==> src/nttpm_pkg.sv <==
// Shared constants, codes and types of the NTT polynomial multiplier.
package nttpm_pkg;

  localparam int CW     = 30;
  localparam int LENW   = 10;
  localparam int IDXW   = 10;
  localparam int CFG_IW = 8;

  localparam logic [CW-1:0] MOD_P    = 30'd998244353;
  localparam logic [CW-1:0] GEN      = 30'd3;
  localparam logic [CW-1:0] EXP_BASE = 30'd998244352;

  localparam logic [CFG_IW-1:0] REG_LEN_A = 8'd0;
  localparam logic [CFG_IW-1:0] REG_LEN_B = 8'd1;

  typedef enum logic [4:0] {
    S_IDLE, S_ROUT, S_START, S_ZERO,
    S_POW_INIT, S_POW_SQ, S_POW_SQ_W, S_POW_G, S_POW_G_W,
    S_TW_INIT, S_TW_GO, S_TW_W,
    S_PM_RD_I, S_PM_RD_R, S_PM_WR_I, S_PM_WR_R,
    S_BF_RD_HI, S_BF_RD_LO, S_BF_W, S_BF_WR_HI, S_BF_WR_LO,
    S_PT_RD, S_PT_GO, S_PT_W, S_FIN
  } state_t;

  typedef enum logic [2:0] {
    WR_ZERO, WR_LOAD, WR_ONE, WR_Q, WR_U, WR_SUM, WR_DIFF, WR_MUL
  } wsrc_t;

  typedef enum logic [2:0] {
    MOP_SQ, MOP_G, MOP_TW, MOP_BF, MOP_PW, MOP_SC
  } mop_t;

  typedef struct packed {
    logic  we_a;
    logic  we_b;
    logic  we_t;
    wsrc_t wsrc;
    mop_t  mop;
    logic  mul_start;
    logic  cap_u;
    logic  ld_acc_one;
    logic  ld_acc;
    logic  ld_cur_one;
    logic  ld_cur;
    logic  ld_w;
    logic  res_zero;
  } cmd_t;

endpackage

==> src/nttpm_ctrl.sv <==
// Sequencer: item handshake, configuration, and the steps of a multiply run.
module nttpm_ctrl #(
  parameter int AW  = 10,
  parameter int LGW = 4
) (
  input  logic                         clk,
  input  logic                         rst,
  input  logic                         start,
  input  logic                         func,
  input  logic                         last_load,
  input  logic                         cfg_valid,
  input  logic [nttpm_pkg::CFG_IW-1:0] cfg_index,
  input  logic [nttpm_pkg::LENW-1:0]   cfg_data,
  input  logic                         mul_done,
  output logic                         cfg_ready,
  output logic                         busy,
  output logic                         done,
  output logic [nttpm_pkg::IDXW-1:0]   coef_index,
  output logic                         final_coef,
  output logic                         read_error,
  output nttpm_pkg::cmd_t              cmd,
  output logic [AW-1:0]                rd_addr,
  output logic [AW-1:0]                t_addr,
  output logic [AW-1:0]                wr_addr,
  output logic [LGW-1:0]               lg
);
  import nttpm_pkg::*;

  localparam int HALF = 2 ** (AW - 1);

  state_t state, state_next;

  logic [LENW-1:0] len_a, len_b;
  logic [AW-1:0]   cnt, cnt_next, ptr, ptr_next, plen, plen_next, idx, idx_next;
  logic            ready, ready_next, err, err_next, fin, fin_next, inv, inv_next;
  logic [LGW-1:0]  lg_next, s, s_next;
  logic [AW:0]     i, i_next, base, base_next, j, j_next;
  logic [4:0]      bitc, bitc_next;

  logic [AW-1:0]   la, lb, rev_i, r_i;
  logic [AW:0]     sum, n, mid, lo, hi, k, tidx;
  logic [LGW-1:0]  lg_calc;
  logic [CW-1:0]   expo;
  logic            i_last;

  always_comb begin
    if (len_a == '0) la = AW'(1);
    else if (32'(len_a) > 32'(HALF)) la = AW'(HALF);
    else la = AW'(len_a);
    if (len_b == '0) lb = AW'(1);
    else if (32'(len_b) > 32'(HALF)) lb = AW'(HALF);
    else lb = AW'(len_b);
  end

  assign sum = (AW+1)'(la) + (AW+1)'(lb);

  // least power of two covering la + lb, the clamped len_a and len_b
  always_comb begin
    lg_calc = LGW'(AW);
    for (int m = AW; m >= 0; m--) begin
      if ({1'b0, sum} <= ((AW+2)'(1) << m)) lg_calc = LGW'(m);
    end
  end

  assign n      = (AW+1)'(1) << lg;
  assign mid    = (AW+1)'(1) << (s - LGW'(1));
  assign lo     = base + j;
  assign hi     = lo + mid;
  assign k      = j << (lg - s);
  assign tidx   = inv ? ((n - k) & (n - (AW+1)'(1))) : k;
  assign expo   = EXP_BASE >> lg;
  assign i_last = (i == n - (AW+1)'(1));

  always_comb begin
    for (int m = 0; m < AW; m++) rev_i[m] = i[AW-1-m];
    r_i = rev_i >> (LGW'(AW) - lg);
  end

  always_ff @(posedge clk) begin
    if (rst) begin
      state <= S_IDLE;
      len_a <= LENW'(1);
      len_b <= LENW'(1);
      cnt   <= '0;
      ptr   <= '0;
      plen  <= '0;
      ready <= 1'b0;
      err   <= 1'b0;
      fin   <= 1'b0;
      idx   <= '0;
      inv   <= 1'b0;
      lg    <= LGW'(1);
      s     <= LGW'(1);
      i     <= '0;
      base  <= '0;
      j     <= '0;
      bitc  <= '0;
    end else begin
      state <= state_next;
      if (cfg_valid && cfg_ready) begin
        if (cfg_index == REG_LEN_A) len_a <= cfg_data;
        else if (cfg_index == REG_LEN_B) len_b <= cfg_data;
      end
      cnt   <= cnt_next;
      ptr   <= ptr_next;
      plen  <= plen_next;
      ready <= ready_next;
      err   <= err_next;
      fin   <= fin_next;
      idx   <= idx_next;
      inv   <= inv_next;
      lg    <= lg_next;
      s     <= s_next;
      i     <= i_next;
      base  <= base_next;
      j     <= j_next;
      bitc  <= bitc_next;
    end
  end

  always_comb begin
    state_next   = state;
    cnt_next     = cnt;
    ptr_next     = ptr;
    plen_next    = plen;
    ready_next   = ready;
    err_next     = err;
    fin_next     = fin;
    idx_next     = idx;
    inv_next     = inv;
    lg_next      = lg;
    s_next       = s;
    i_next       = i;
    base_next    = base;
    j_next       = j;
    bitc_next    = bitc;
    cmd          = '0;
    cmd.wsrc     = WR_ZERO;
    cmd.mop      = MOP_SQ;
    cmd.res_zero = err;
    rd_addr      = ptr;
    t_addr       = tidx[AW-1:0];
    wr_addr      = i[AW-1:0];

    unique case (state)
      S_IDLE: begin
        if (start) begin
          if (!func) begin
            ready_next = 1'b0;
            if (32'(cnt) < 32'(HALF)) begin
              cmd.we_a = 1'b1;
              cmd.we_b = 1'b1;
              cmd.wsrc = WR_LOAD;
              wr_addr  = cnt;
              cnt_next = cnt + AW'(1);
            end
            if (last_load) state_next = S_START;
          end else begin
            if (!ready || ptr >= plen) begin
              err_next = 1'b1;
              idx_next = '0;
              fin_next = 1'b0;
            end else begin
              err_next = 1'b0;
              idx_next = ptr;
              fin_next = (ptr + AW'(1) == plen);
              ptr_next = ptr + AW'(1);
            end
            state_next = S_ROUT;
          end
        end
      end
      S_ROUT: state_next = S_IDLE;
      S_START: begin
        lg_next    = lg_calc;
        i_next     = '0;
        state_next = S_ZERO;
      end
      S_ZERO: begin
        // clear entries past each operand's length or past the loads
        cmd.we_a = (i >= (AW+1)'(cnt)) || (i >= (AW+1)'(la));
        cmd.we_b = (i >= (AW+1)'(cnt)) || (i >= (AW+1)'(lb));
        i_next   = i + (AW+1)'(1);
        if (i_last) state_next = S_POW_INIT;
      end
      S_POW_INIT: begin
        cmd.ld_acc_one = 1'b1;
        bitc_next      = 5'(CW - 1);
        state_next     = S_POW_SQ;
      end
      S_POW_SQ: begin
        cmd.mul_start = 1'b1;
        cmd.mop       = MOP_SQ;
        state_next    = S_POW_SQ_W;
      end
      S_POW_SQ_W: begin
        if (mul_done) begin
          cmd.ld_acc = 1'b1;
          if (expo[bitc]) state_next = S_POW_G;
          else if (bitc == '0) state_next = S_TW_INIT;
          else begin
            bitc_next  = bitc - 5'd1;
            state_next = S_POW_SQ;
          end
        end
      end
      S_POW_G: begin
        cmd.mul_start = 1'b1;
        cmd.mop       = MOP_G;
        state_next    = S_POW_G_W;
      end
      S_POW_G_W: begin
        if (mul_done) begin
          cmd.ld_acc = 1'b1;
          if (bitc == '0) state_next = S_TW_INIT;
          else begin
            bitc_next  = bitc - 5'd1;
            state_next = S_POW_SQ;
          end
        end
      end
      S_TW_INIT: begin
        cmd.ld_w       = 1'b1;
        cmd.ld_cur_one = 1'b1;
        cmd.we_t       = 1'b1;
        cmd.wsrc       = WR_ONE;
        wr_addr        = '0;
        i_next         = (AW+1)'(1);
        state_next     = S_TW_GO;
      end
      S_TW_GO: begin
        cmd.mul_start = 1'b1;
        cmd.mop       = MOP_TW;
        state_next    = S_TW_W;
      end
      S_TW_W: begin
        if (mul_done) begin
          cmd.we_t   = 1'b1;
          cmd.wsrc   = WR_MUL;
          cmd.ld_cur = 1'b1;
          if (i_last) begin
            i_next     = '0;
            inv_next   = 1'b0;
            state_next = S_PM_RD_I;
          end else begin
            i_next     = i + (AW+1)'(1);
            state_next = S_TW_GO;
          end
        end
      end
      S_PM_RD_I: begin
        rd_addr = i[AW-1:0];
        if (i[AW-1:0] < r_i) state_next = S_PM_RD_R;
        else if (i_last) begin
          s_next     = LGW'(1);
          base_next  = '0;
          j_next     = '0;
          state_next = S_BF_RD_HI;
        end else i_next = i + (AW+1)'(1);
      end
      S_PM_RD_R: begin
        rd_addr    = r_i;
        cmd.cap_u  = 1'b1;
        state_next = S_PM_WR_I;
      end
      S_PM_WR_I: begin
        cmd.we_a   = 1'b1;
        cmd.we_b   = !inv;
        cmd.wsrc   = WR_Q;
        state_next = S_PM_WR_R;
      end
      S_PM_WR_R: begin
        cmd.we_a = 1'b1;
        cmd.we_b = !inv;
        cmd.wsrc = WR_U;
        wr_addr  = r_i;
        if (i_last) begin
          s_next     = LGW'(1);
          base_next  = '0;
          j_next     = '0;
          state_next = S_BF_RD_HI;
        end else begin
          i_next     = i + (AW+1)'(1);
          state_next = S_PM_RD_I;
        end
      end
      S_BF_RD_HI: begin
        rd_addr    = hi[AW-1:0];
        state_next = S_BF_RD_LO;
      end
      S_BF_RD_LO: begin
        rd_addr       = lo[AW-1:0];
        cmd.mul_start = 1'b1;
        cmd.mop       = MOP_BF;
        state_next    = S_BF_W;
      end
      S_BF_W: begin
        rd_addr   = lo[AW-1:0];
        cmd.cap_u = 1'b1;
        if (mul_done) state_next = S_BF_WR_HI;
      end
      S_BF_WR_HI: begin
        cmd.we_a   = 1'b1;
        cmd.we_b   = !inv;
        cmd.wsrc   = WR_DIFF;
        wr_addr    = hi[AW-1:0];
        state_next = S_BF_WR_LO;
      end
      S_BF_WR_LO: begin
        cmd.we_a   = 1'b1;
        cmd.we_b   = !inv;
        cmd.wsrc   = WR_SUM;
        wr_addr    = lo[AW-1:0];
        state_next = S_BF_RD_HI;
        if (j + (AW+1)'(1) < mid) j_next = j + (AW+1)'(1);
        else begin
          j_next = '0;
          if (base + (mid << 1) < n) base_next = base + (mid << 1);
          else begin
            base_next = '0;
            if (s == lg) begin
              i_next     = '0;
              state_next = S_PT_RD;
            end else s_next = s + LGW'(1);
          end
        end
      end
      S_PT_RD: begin
        rd_addr    = i[AW-1:0];
        state_next = S_PT_GO;
      end
      S_PT_GO: begin
        cmd.mul_start = 1'b1;
        cmd.mop       = inv ? MOP_SC : MOP_PW;
        state_next    = S_PT_W;
      end
      S_PT_W: begin
        if (mul_done) begin
          cmd.we_a = 1'b1;
          cmd.wsrc = WR_MUL;
          if (i_last) begin
            i_next = '0;
            if (inv) state_next = S_FIN;
            else begin
              inv_next   = 1'b1;
              state_next = S_PM_RD_I;
            end
          end else begin
            i_next     = i + (AW+1)'(1);
            state_next = S_PT_RD;
          end
        end
      end
      S_FIN: begin
        ready_next = 1'b1;
        plen_next  = AW'(sum - (AW+1)'(1));
        ptr_next   = '0;
        cnt_next   = '0;
        state_next = S_IDLE;
      end
      default: state_next = S_IDLE;
    endcase
  end

  assign busy       = (state != S_IDLE);
  assign cfg_ready  = (state == S_IDLE);
  assign done       = (state == S_ROUT);
  assign coef_index = IDXW'(idx);
  assign final_coef = fin;
  assign read_error = err;

endmodule

==> config.mk <==
export PLATFORM = sky130hd
export DESIGN_NAME = nttpm_ctrl
export DESIGN_NICKNAME = d
export VERILOG_FILES = /design/src/nttpm_pkg.sv /design/src/nttpm_ctrl.sv
export SDC_FILE = /design/constraint.sdc
export NUM_CORES = 1
export LEC_CHECK = 0
export ABC_CLOCK_PERIOD_IN_PS = 6150
export BUFFER_PORTS_ARGS = -buffer_cell sky130_fd_sc_hd__buf_2
export CAP_MARGIN = 20
export CORE_MARGIN = 2
export CORE_UTILIZATION = 60
export DETAILED_ROUTE_END_ITERATION = 6
export PLACE_DENSITY = 0.89
export SETUP_SLACK_MARGIN = 0.4
export SYNTH_ARGS = -nofsm -noshare
export SYNTH_HDL_FRONTEND = slang
export SYNTH_SLANG_ARGS = --single-unit
==> constraint.sdc <==
create_clock -name clk -period 6.15 [get_ports clk]
set_input_delay 1.23 -clock clk [delete_from_list [all_inputs] [get_ports clk]]
set_output_delay 1.23 -clock clk [all_outputs]
set_load 0.02 [all_outputs]
==> impl_metrics.toml, run 1 <==
[timing]
fmax_mhz = 182
slew_violations = 0
hold_viol_final = 0
setup_viol = 0
tns_ns = 0
final.period_utilization = 0.894
setup_slack_ns = 0.652
clock_skew_ns = 0.0130
rsz0062_at_grt = "true"
min_period_ns = 5.50
worst_pin_slew_ns = 1.05
max_slew_margin = 0.296

[setup_path]
crit_top_cell = "o211ai_1"
cp_cell_sequence = "inv_1 -> ha_1 -> fa_2 -> mux2_4 -> nand2_1 -> o21ai_1 -> nand3_1 -> ha_1 -> o21a_1 -> o211ai_1 -> nor2_1 -> a21oi_1 -> o211ai_1 -> a2111o_1 -> o211ai_1 -> a21oi_1 -> o22ai_1 -> buf_4"
critPathMaxFanout = 7
cp_num_buf_inv = 2
worstSetupStartpointType = "register"
cp.arrival_ns = 4.27
crit_family = "compound AO/OA/AOI/OAI gates"
worstSetupEndpointType = "output pin"
max_stage_delay_ns = 0.67
slowest_stage = "fa_2"
crit_type = "register to output pin"
critPathRequiredTime_ns = 4.92

[grt]
grt_max_degree = 59
grt_pass1_wl_mm = 65.2
grt_pass1_vias = 12569
antenna_found_initial = 0
grtUsageTotal = 0.368
grt_overflow = 0

[yosys]
synth_xor_area_frac = 0.0774
yosysUniqueCellTypes = 88
syn_area_per_cell_um2 = 7.46
ys.flop_type = "dfxtp_1"
netlist_instances = 1699
synth_compound_area_frac = 0.237
synth-edff-count = 0
yosysSeqAreaShare = 0.180
synth_mux_area_frac = 0.0599
synthArstFlopShare = 0
yosys.area_share.simple = 0.233
synth-adder-area-share = 0.148
ys_ff_latch = 114
synth_area_um2 = 12700
synthesis.nets = 1871
yosysWarnings = 0
synth_top_family_by_area = "compound AO/OA/AOI/OAI gates"

[routing]
drtPass1Iterations = 7
drc_errors = 1
final_antenna_net_count = 0
wl_per_cell_um = 20.5
drt_wl_total_mm = 41.4
vias_per_cell = 6.65
drt_iter0_markers = 1598
vias = 13440

[final_layout]
area_growth_syn_to_layout_pct = 9.21
final_nets = 1905
layout.cells.non_filler = 2021
drive_gt1_frac = 0.120
n_antenna_cell = 0

[pwr]
ir_worst_vdd_v = 0.000216
power_density_nw_per_um2 = 258
p_leak_nw = 6.17

[floorplanning]
rows = 53
die_h_um = 149
io-pin-count = 91
die_w_um = 149
initial_core_util = 0.607
fp.coreArea_um2 = 20900
die_area_um2 = 22300

[clocking]
insertion_delay_ns = 0.44
cts_sinks = 114
cts_buffer_depth = 2
cts_tree = "built"
cts_buffers = 17
path_clk_slew_ns = 0.07
htree_levels = 4
clock-root-buffer = "clkbuf_16"

[run_status]
violations = "design-rule violations"
status = "finished with violations"

[place]
gp_routability_congestion = 1.05
place_hpwl_mm = 31.1
dp.cells = 1985
dp_slack_ns = 0.650
portBuffers = 90

[min_path]
hold_class = "register to register"

[flow_run]
drv_cap = 0
-- flip-flops by register name, indices dropped and copies added (netlist names) --
register    cells
ready           1
read_error      1
len_a          10
final_coef      1
inv             1
cnt            10
plen           10
j              11
i              11
base           10
state           5
ptr            10
coef_index     10
s               4
bitc            5
len_b          10
lg              4
-- report_power, final --
group          internal (W)  switching [W]
Clock              0.000557       0.000418
Combinational      0.000581        0.00116
Sequential         0.000769      0.0000784
-- path summary, 6_finish.rpt --
kind	startpoint	end	slack, ns	cells past startpoint
worst max-delay path	lg[0]	t_addr[9]	0.65	18
worst min-delay path	final_coef	final_coef	0.48	2
worst max register to register	s[1]	s[0]	0.78	23
worst min register to register	final_coef	final_coef	0.48	2
-- logic make-up after synthesis --
| kind of cell | Yosys count |
|---|---|
| adder cells (fa/ha/maj) | 147 |
| flip-flops | 114 |
| AND/OR/NAND/NOR | 608 |
| XOR/XNOR | 112 |
| multiplexers | 69 |
| AO/OA/AOI/OAI | 447 |
| buffers and inverters | 202 |
-- layout make-up --
| cell class | instances | area (um^2) |
|---|---|---|
| Clock buffer | 17 | 425 |
| Multi-Input combinational cell | 1383 | 9630 |
| Clock inverter | 15 | 135 |
| Sequential cell | 114 | 2280 |
| Inverter | 102 | 383 |
| Timing Repair Buffer | 115 | 636 |
| Tap cell | 275 | 344 |
| Fill cell | 1726 | 7050 |
-- layer usage --
layer  part of all wire  vias up  global-route usage
met2               0.45      811               0.599
met3              0.098      196              0.0804
met4              0.058        0               0.197
met1               0.40     6243               0.454
li1                   -     6190                   -
met5                  0        -                   0
-- what timing repair did --
item | in CTS | in global routing
buffers inserted | 0 | 3
pin swaps | 0 | 4
setup endpoints to repair | 4 | 21
hold buffers | 0 | 0
resized for setup | 5 | 16
-- metrics by stage --
| step | power, W | utilization | instance area [um^2] | hold slack (ns) |
|---|---|---|---|---|
| final | 0.00357 | 0.663 | 13800 | 0.482 |
| after global routing | 0.00370 | 0.663 | 13800 | 0.506 |
| after CTS | 0.00346 | 0.659 | 13800 | 0.482 |
| after detailed placement | 0.00250 | 0.631 | 13200 | 0.473 |
| after global placement | 0.00247 | 0.631 | 13200 | 0.450 |
| after floorplan | 0.00202 | - | 12700 | 0.436 |
-- synth_stat cells, types with 17 or more instances --
master | count | share of area
nor3_1 | 42 | 0.017
nor2_1 | 180 | 0.053
nor2b_1 | 20 | 0.0099
ha_1 | 142 | 0.14
mux2i_1 | 50 | 0.039
and3_1 | 17 | 0.0084
a211oi_1 | 23 | 0.014
nand3_1 | 63 | 0.025
a21oi_1 | 104 | 0.041
o21ai_0 | 90 | 0.036
xor2_1 | 40 | 0.028
a21o_1 | 36 | 0.021
clkbuf_1 | 67 | 0.020
dfxtp_1 | 114 | 0.18
inv_1 | 98 | 0.029
nand2_1 | 157 | 0.047
xnor2_1 | 72 | 0.050
nand2b_1 | 35 | 0.017
-- tightest hold or removal path: stages (launching register included) --
cell     delay [ns]
dfxtp_1        0.32
nand2_1        0.06
a21oi_1        0.06
-- cell usage in the layout (no fill, tap or decap), types with 17 or more instances in the layout --
cell and instances:
a21o_1 36, nand2_1 157, xnor2_1 72, xor2_1 39
inv_1 98, nand3_1 63, buf_4 24, nand2b_1 35
ha_1 142, mux2i_1 50, dfxtp_1 112, a211oi_1 23
buf_2 91, nor3_1 41, nor2b_1 20, a21oi_1 100
nor2_1 180, o21ai_0 85, and3_1 17, clkbuf_16 17
Note: power is estimated with default switching activity, not from simulation.
==> run 2: changes to the inputs <==
--- a/config.mk
+++ b/config.mk
@@ -5,13 +5,14 @@
 export SDC_FILE = /design/constraint.sdc
 export NUM_CORES = 1
 export LEC_CHECK = 0
-export ABC_CLOCK_PERIOD_IN_PS = 6150
-export BUFFER_PORTS_ARGS = -buffer_cell sky130_fd_sc_hd__buf_2
+export ABC_CLOCK_PERIOD_IN_PS = 5450
 export CAP_MARGIN = 20
 export CORE_MARGIN = 2
 export CORE_UTILIZATION = 60
 export DETAILED_ROUTE_END_ITERATION = 6
-export PLACE_DENSITY = 0.89
+export DONT_BUFFER_PORTS = 1
+export PLACE_DENSITY = 0.86
+export REMOVE_ABC_BUFFERS = 1
 export SETUP_SLACK_MARGIN = 0.4
 export SYNTH_ARGS = -nofsm -noshare
 export SYNTH_HDL_FRONTEND = slang
==> constraint.sdc (replaced) <==
create_clock -name clk -period 5.45 [get_ports clk]
set_input_delay 1.09 -clock clk [delete_from_list [all_inputs] [get_ports clk]]
set_output_delay 1.09 -clock clk [all_outputs]
set_load 0.02 [all_outputs]
==> run 2 against run 1 <==
  * The flow still finishes with violations (design-rule violations)
  * Global-route usage fell by 0.76 points
  * Highest routed layer is now met5
  * Critical endpoint unchanged
  * Clock power up 9%
  * Setup slack got worse by 0.41 ns
  * Sequential share of layout area fell by 0.068 points
  * Wire length is 0.31% lower
  * Worst hold slack got worse by 0.0085 ns
  * Via count decreased by 1.5%
==> impl_metrics.toml, run 2 (synthesis gave the netlist of run 1 again) <==
[timing]
slew_violations = 0
whs_ns = 0.474
min_period_ns = 5.21
final.period_utilization = 0.956
worst_pin_slew_ns = 1.15
max_slew_margin = 0.229
hold_viol_final = 0
fmax_mhz = 192
rsz0062_at_grt = "true"
setup_viol = 0
clock_skew_ns = 0.00881

[clocking]
cts_buffers = 17
path_clk_slew_ns = 0.06
cts_tree = "built"
clock-root-buffer = "clkbuf_16"
cts_buffer_depth = 2
insertion_delay_ns = 0.44
htree_levels = 4
cts_sinks = 114

[final_layout]
final_common_cell = "nor2_1"
multiInputGateArea_um2 = 9870
n_antenna_cell = 0
nFillCells = 1704
layout.cells.non_filler = 1963
reg_top3 = "i (11), j (11)"
area_growth_syn_to_layout_pct = 9.96
drive_gt1_frac = 0.120
final_nets = 1848
final_cell_mix = "179 x nor2_1, 154 x nand2_1, 135 x ha_1, 109 x dfxtp_1, 95 x inv_1"
seqCellArea_um2 = 2290

[setup_path]
crit_top_cell = "nand2_1"
critPathMaxFanout = 6
cp_cell_sequence = "inv_2 -> ha_4 -> fa_2 -> buf_4 -> mux2_2 -> nand2_1 -> o21ai_0 -> nand2_1 -> nand2_1 -> nand2_1 -> ha_1 -> nor3_1 -> o211ai_1 -> a2111o_1 -> o211ai_1 -> a21oi_1 -> o22ai_1 -> buf_4"
worstSetupStartpointType = "register"
max_stage_delay_ns = 0.68
crit_family = "adder cells"
crit_type = "register to output pin"
cp_num_buf_inv = 3
worstSetupEndpointType = "output pin"
cp.arrival_ns = 4.12
slowest_stage = "fa_2"
critPathRequiredTime_ns = 4.36

[min_path]
hold_class = "register to register"

[pwr]
p_leak_nw = 5.99
ir_worst_vdd_v = 0.000243
power_density_nw_per_um2 = 286

[routing]
drtPass1Iterations = 7
final_antenna_net_count = 0
vias_per_cell = 6.74
drc_errors = 3
drt_iter0_markers = 1810
drt_wl_total_mm = 41.2
wl_per_cell_um = 21.0
vias = 13237

[grt]
antenna_found_initial = 1
grt_pass1_vias = 12483
grt_max_degree = 100
grt_pass1_wl_mm = 64.0
grt_overflow = 0
grtUsageTotal = 0.360

[run_status]
status = "finished with violations"
violations = "design-rule violations"

[flow_run]
drv_cap = 0

[floorplanning]
rows = 53
fp.coreArea_um2 = 20900
die_area_um2 = 22300
initial_core_util = 0.607
die_w_um = 149
die_h_um = 149
io-pin-count = 91

[place]
gp_routability_congestion = 1.03
place_hpwl_mm = 29.8
portBuffers = 0
dp.cells = 1913
run 2: worst register-to-register path: stages (launching register included):
cell      delay [ns]
dfxtp_4         0.38
inv_2           0.07
ha_2            0.20
or2_4           0.25
o21ai_2         0.13
nand2b_1        0.08
o21ai_2         0.10
and2_4          0.22
ha_1            0.23
a21o_1          0.19
a21oi_2         0.21
nor2b_1         0.07
o21a_1          0.19
o41a_1          0.47
a31oi_2         0.22
xnor2_1         0.19
ha_1            0.31
a21oi_2         0.18
nand2_1         0.09
nor2_1          0.11
a21oi_1         0.07
o31ai_1         0.08
buf_4           0.21
nand2_4         0.08
a21oi_2         0.18
buf_6           0.14
a32oi_1         0.06
o31ai_1         0.11
run 2: stage by stage:
stage	worst slack, ns	util	power, W	instance area (um^2)	TNS (ns)
finish	0.241	0.667	0.00399	13900	0
global route	0.178	0.667	0.00417	13900	0
CTS	0.367	0.658	0.00389	13700	0
detailed placement	0.0774	0.617	0.00277	12900	0
global placement	0.384	0.617	0.00275	12900	0
floorplan	-0.259	-	0.00222	12200	-0.419
run 2: report_power, final:
group          switching, W  internal [W]
registers         0.0000829      0.000868
logic               0.00131      0.000666
clock network      0.000430      0.000633
total               0.00182       0.00217
run 2: per-layer routing:
metal / track usage / routed length (um) / vias to the layer above
met1: 0.442 / 15800 / 6162
li1: - / - / 6073
met2: 0.593 / 18600 / 792
met3: 0.0936 / 4510 / 204
met4: 0.163 / 2280 / 6
met5: 0 / 50 / -
run 2: layout make-up:
| type | instances | share of cell area |
|---|---|---|
| clock buffers | 18 | 0.0315 |
| flip-flops and latches | 114 | 0.164 |
| repair buffers | 58 | 0.0354 |
| inverters | 102 | 0.0275 |
| multi-input cells | 1383 | 0.708 |
| well taps | 275 | 0.0247 |
| clock inverters | 13 | 0.00817 |
run 2: what timing repair did:
| item | in CTS | in global routing |
|---|---|---|
| hold buffers | 0 | 0 |
| setup buffers | 12 | 6 |
| endpoints found under the setup margin | 45 | 51 |
| endpoints found under the hold margin | 0 | 0 |
| cloned | 1 | 0 |
| gates resized for setup | 43 | 45 |
| pin swaps | 17 | 24 |
run 2: worst paths after layout:
path | to | cells past startpoint | slack (ns) | startpoint
min | len_b[0] | 1 | 0.47 | len_b[0]
max reg2reg | i[6] | 27 | 0.52 | s[0]
max | t_addr[9] | 18 | 0.24 | lg[0]
min reg2reg | len_b[0] | 1 | 0.47 | len_b[0]
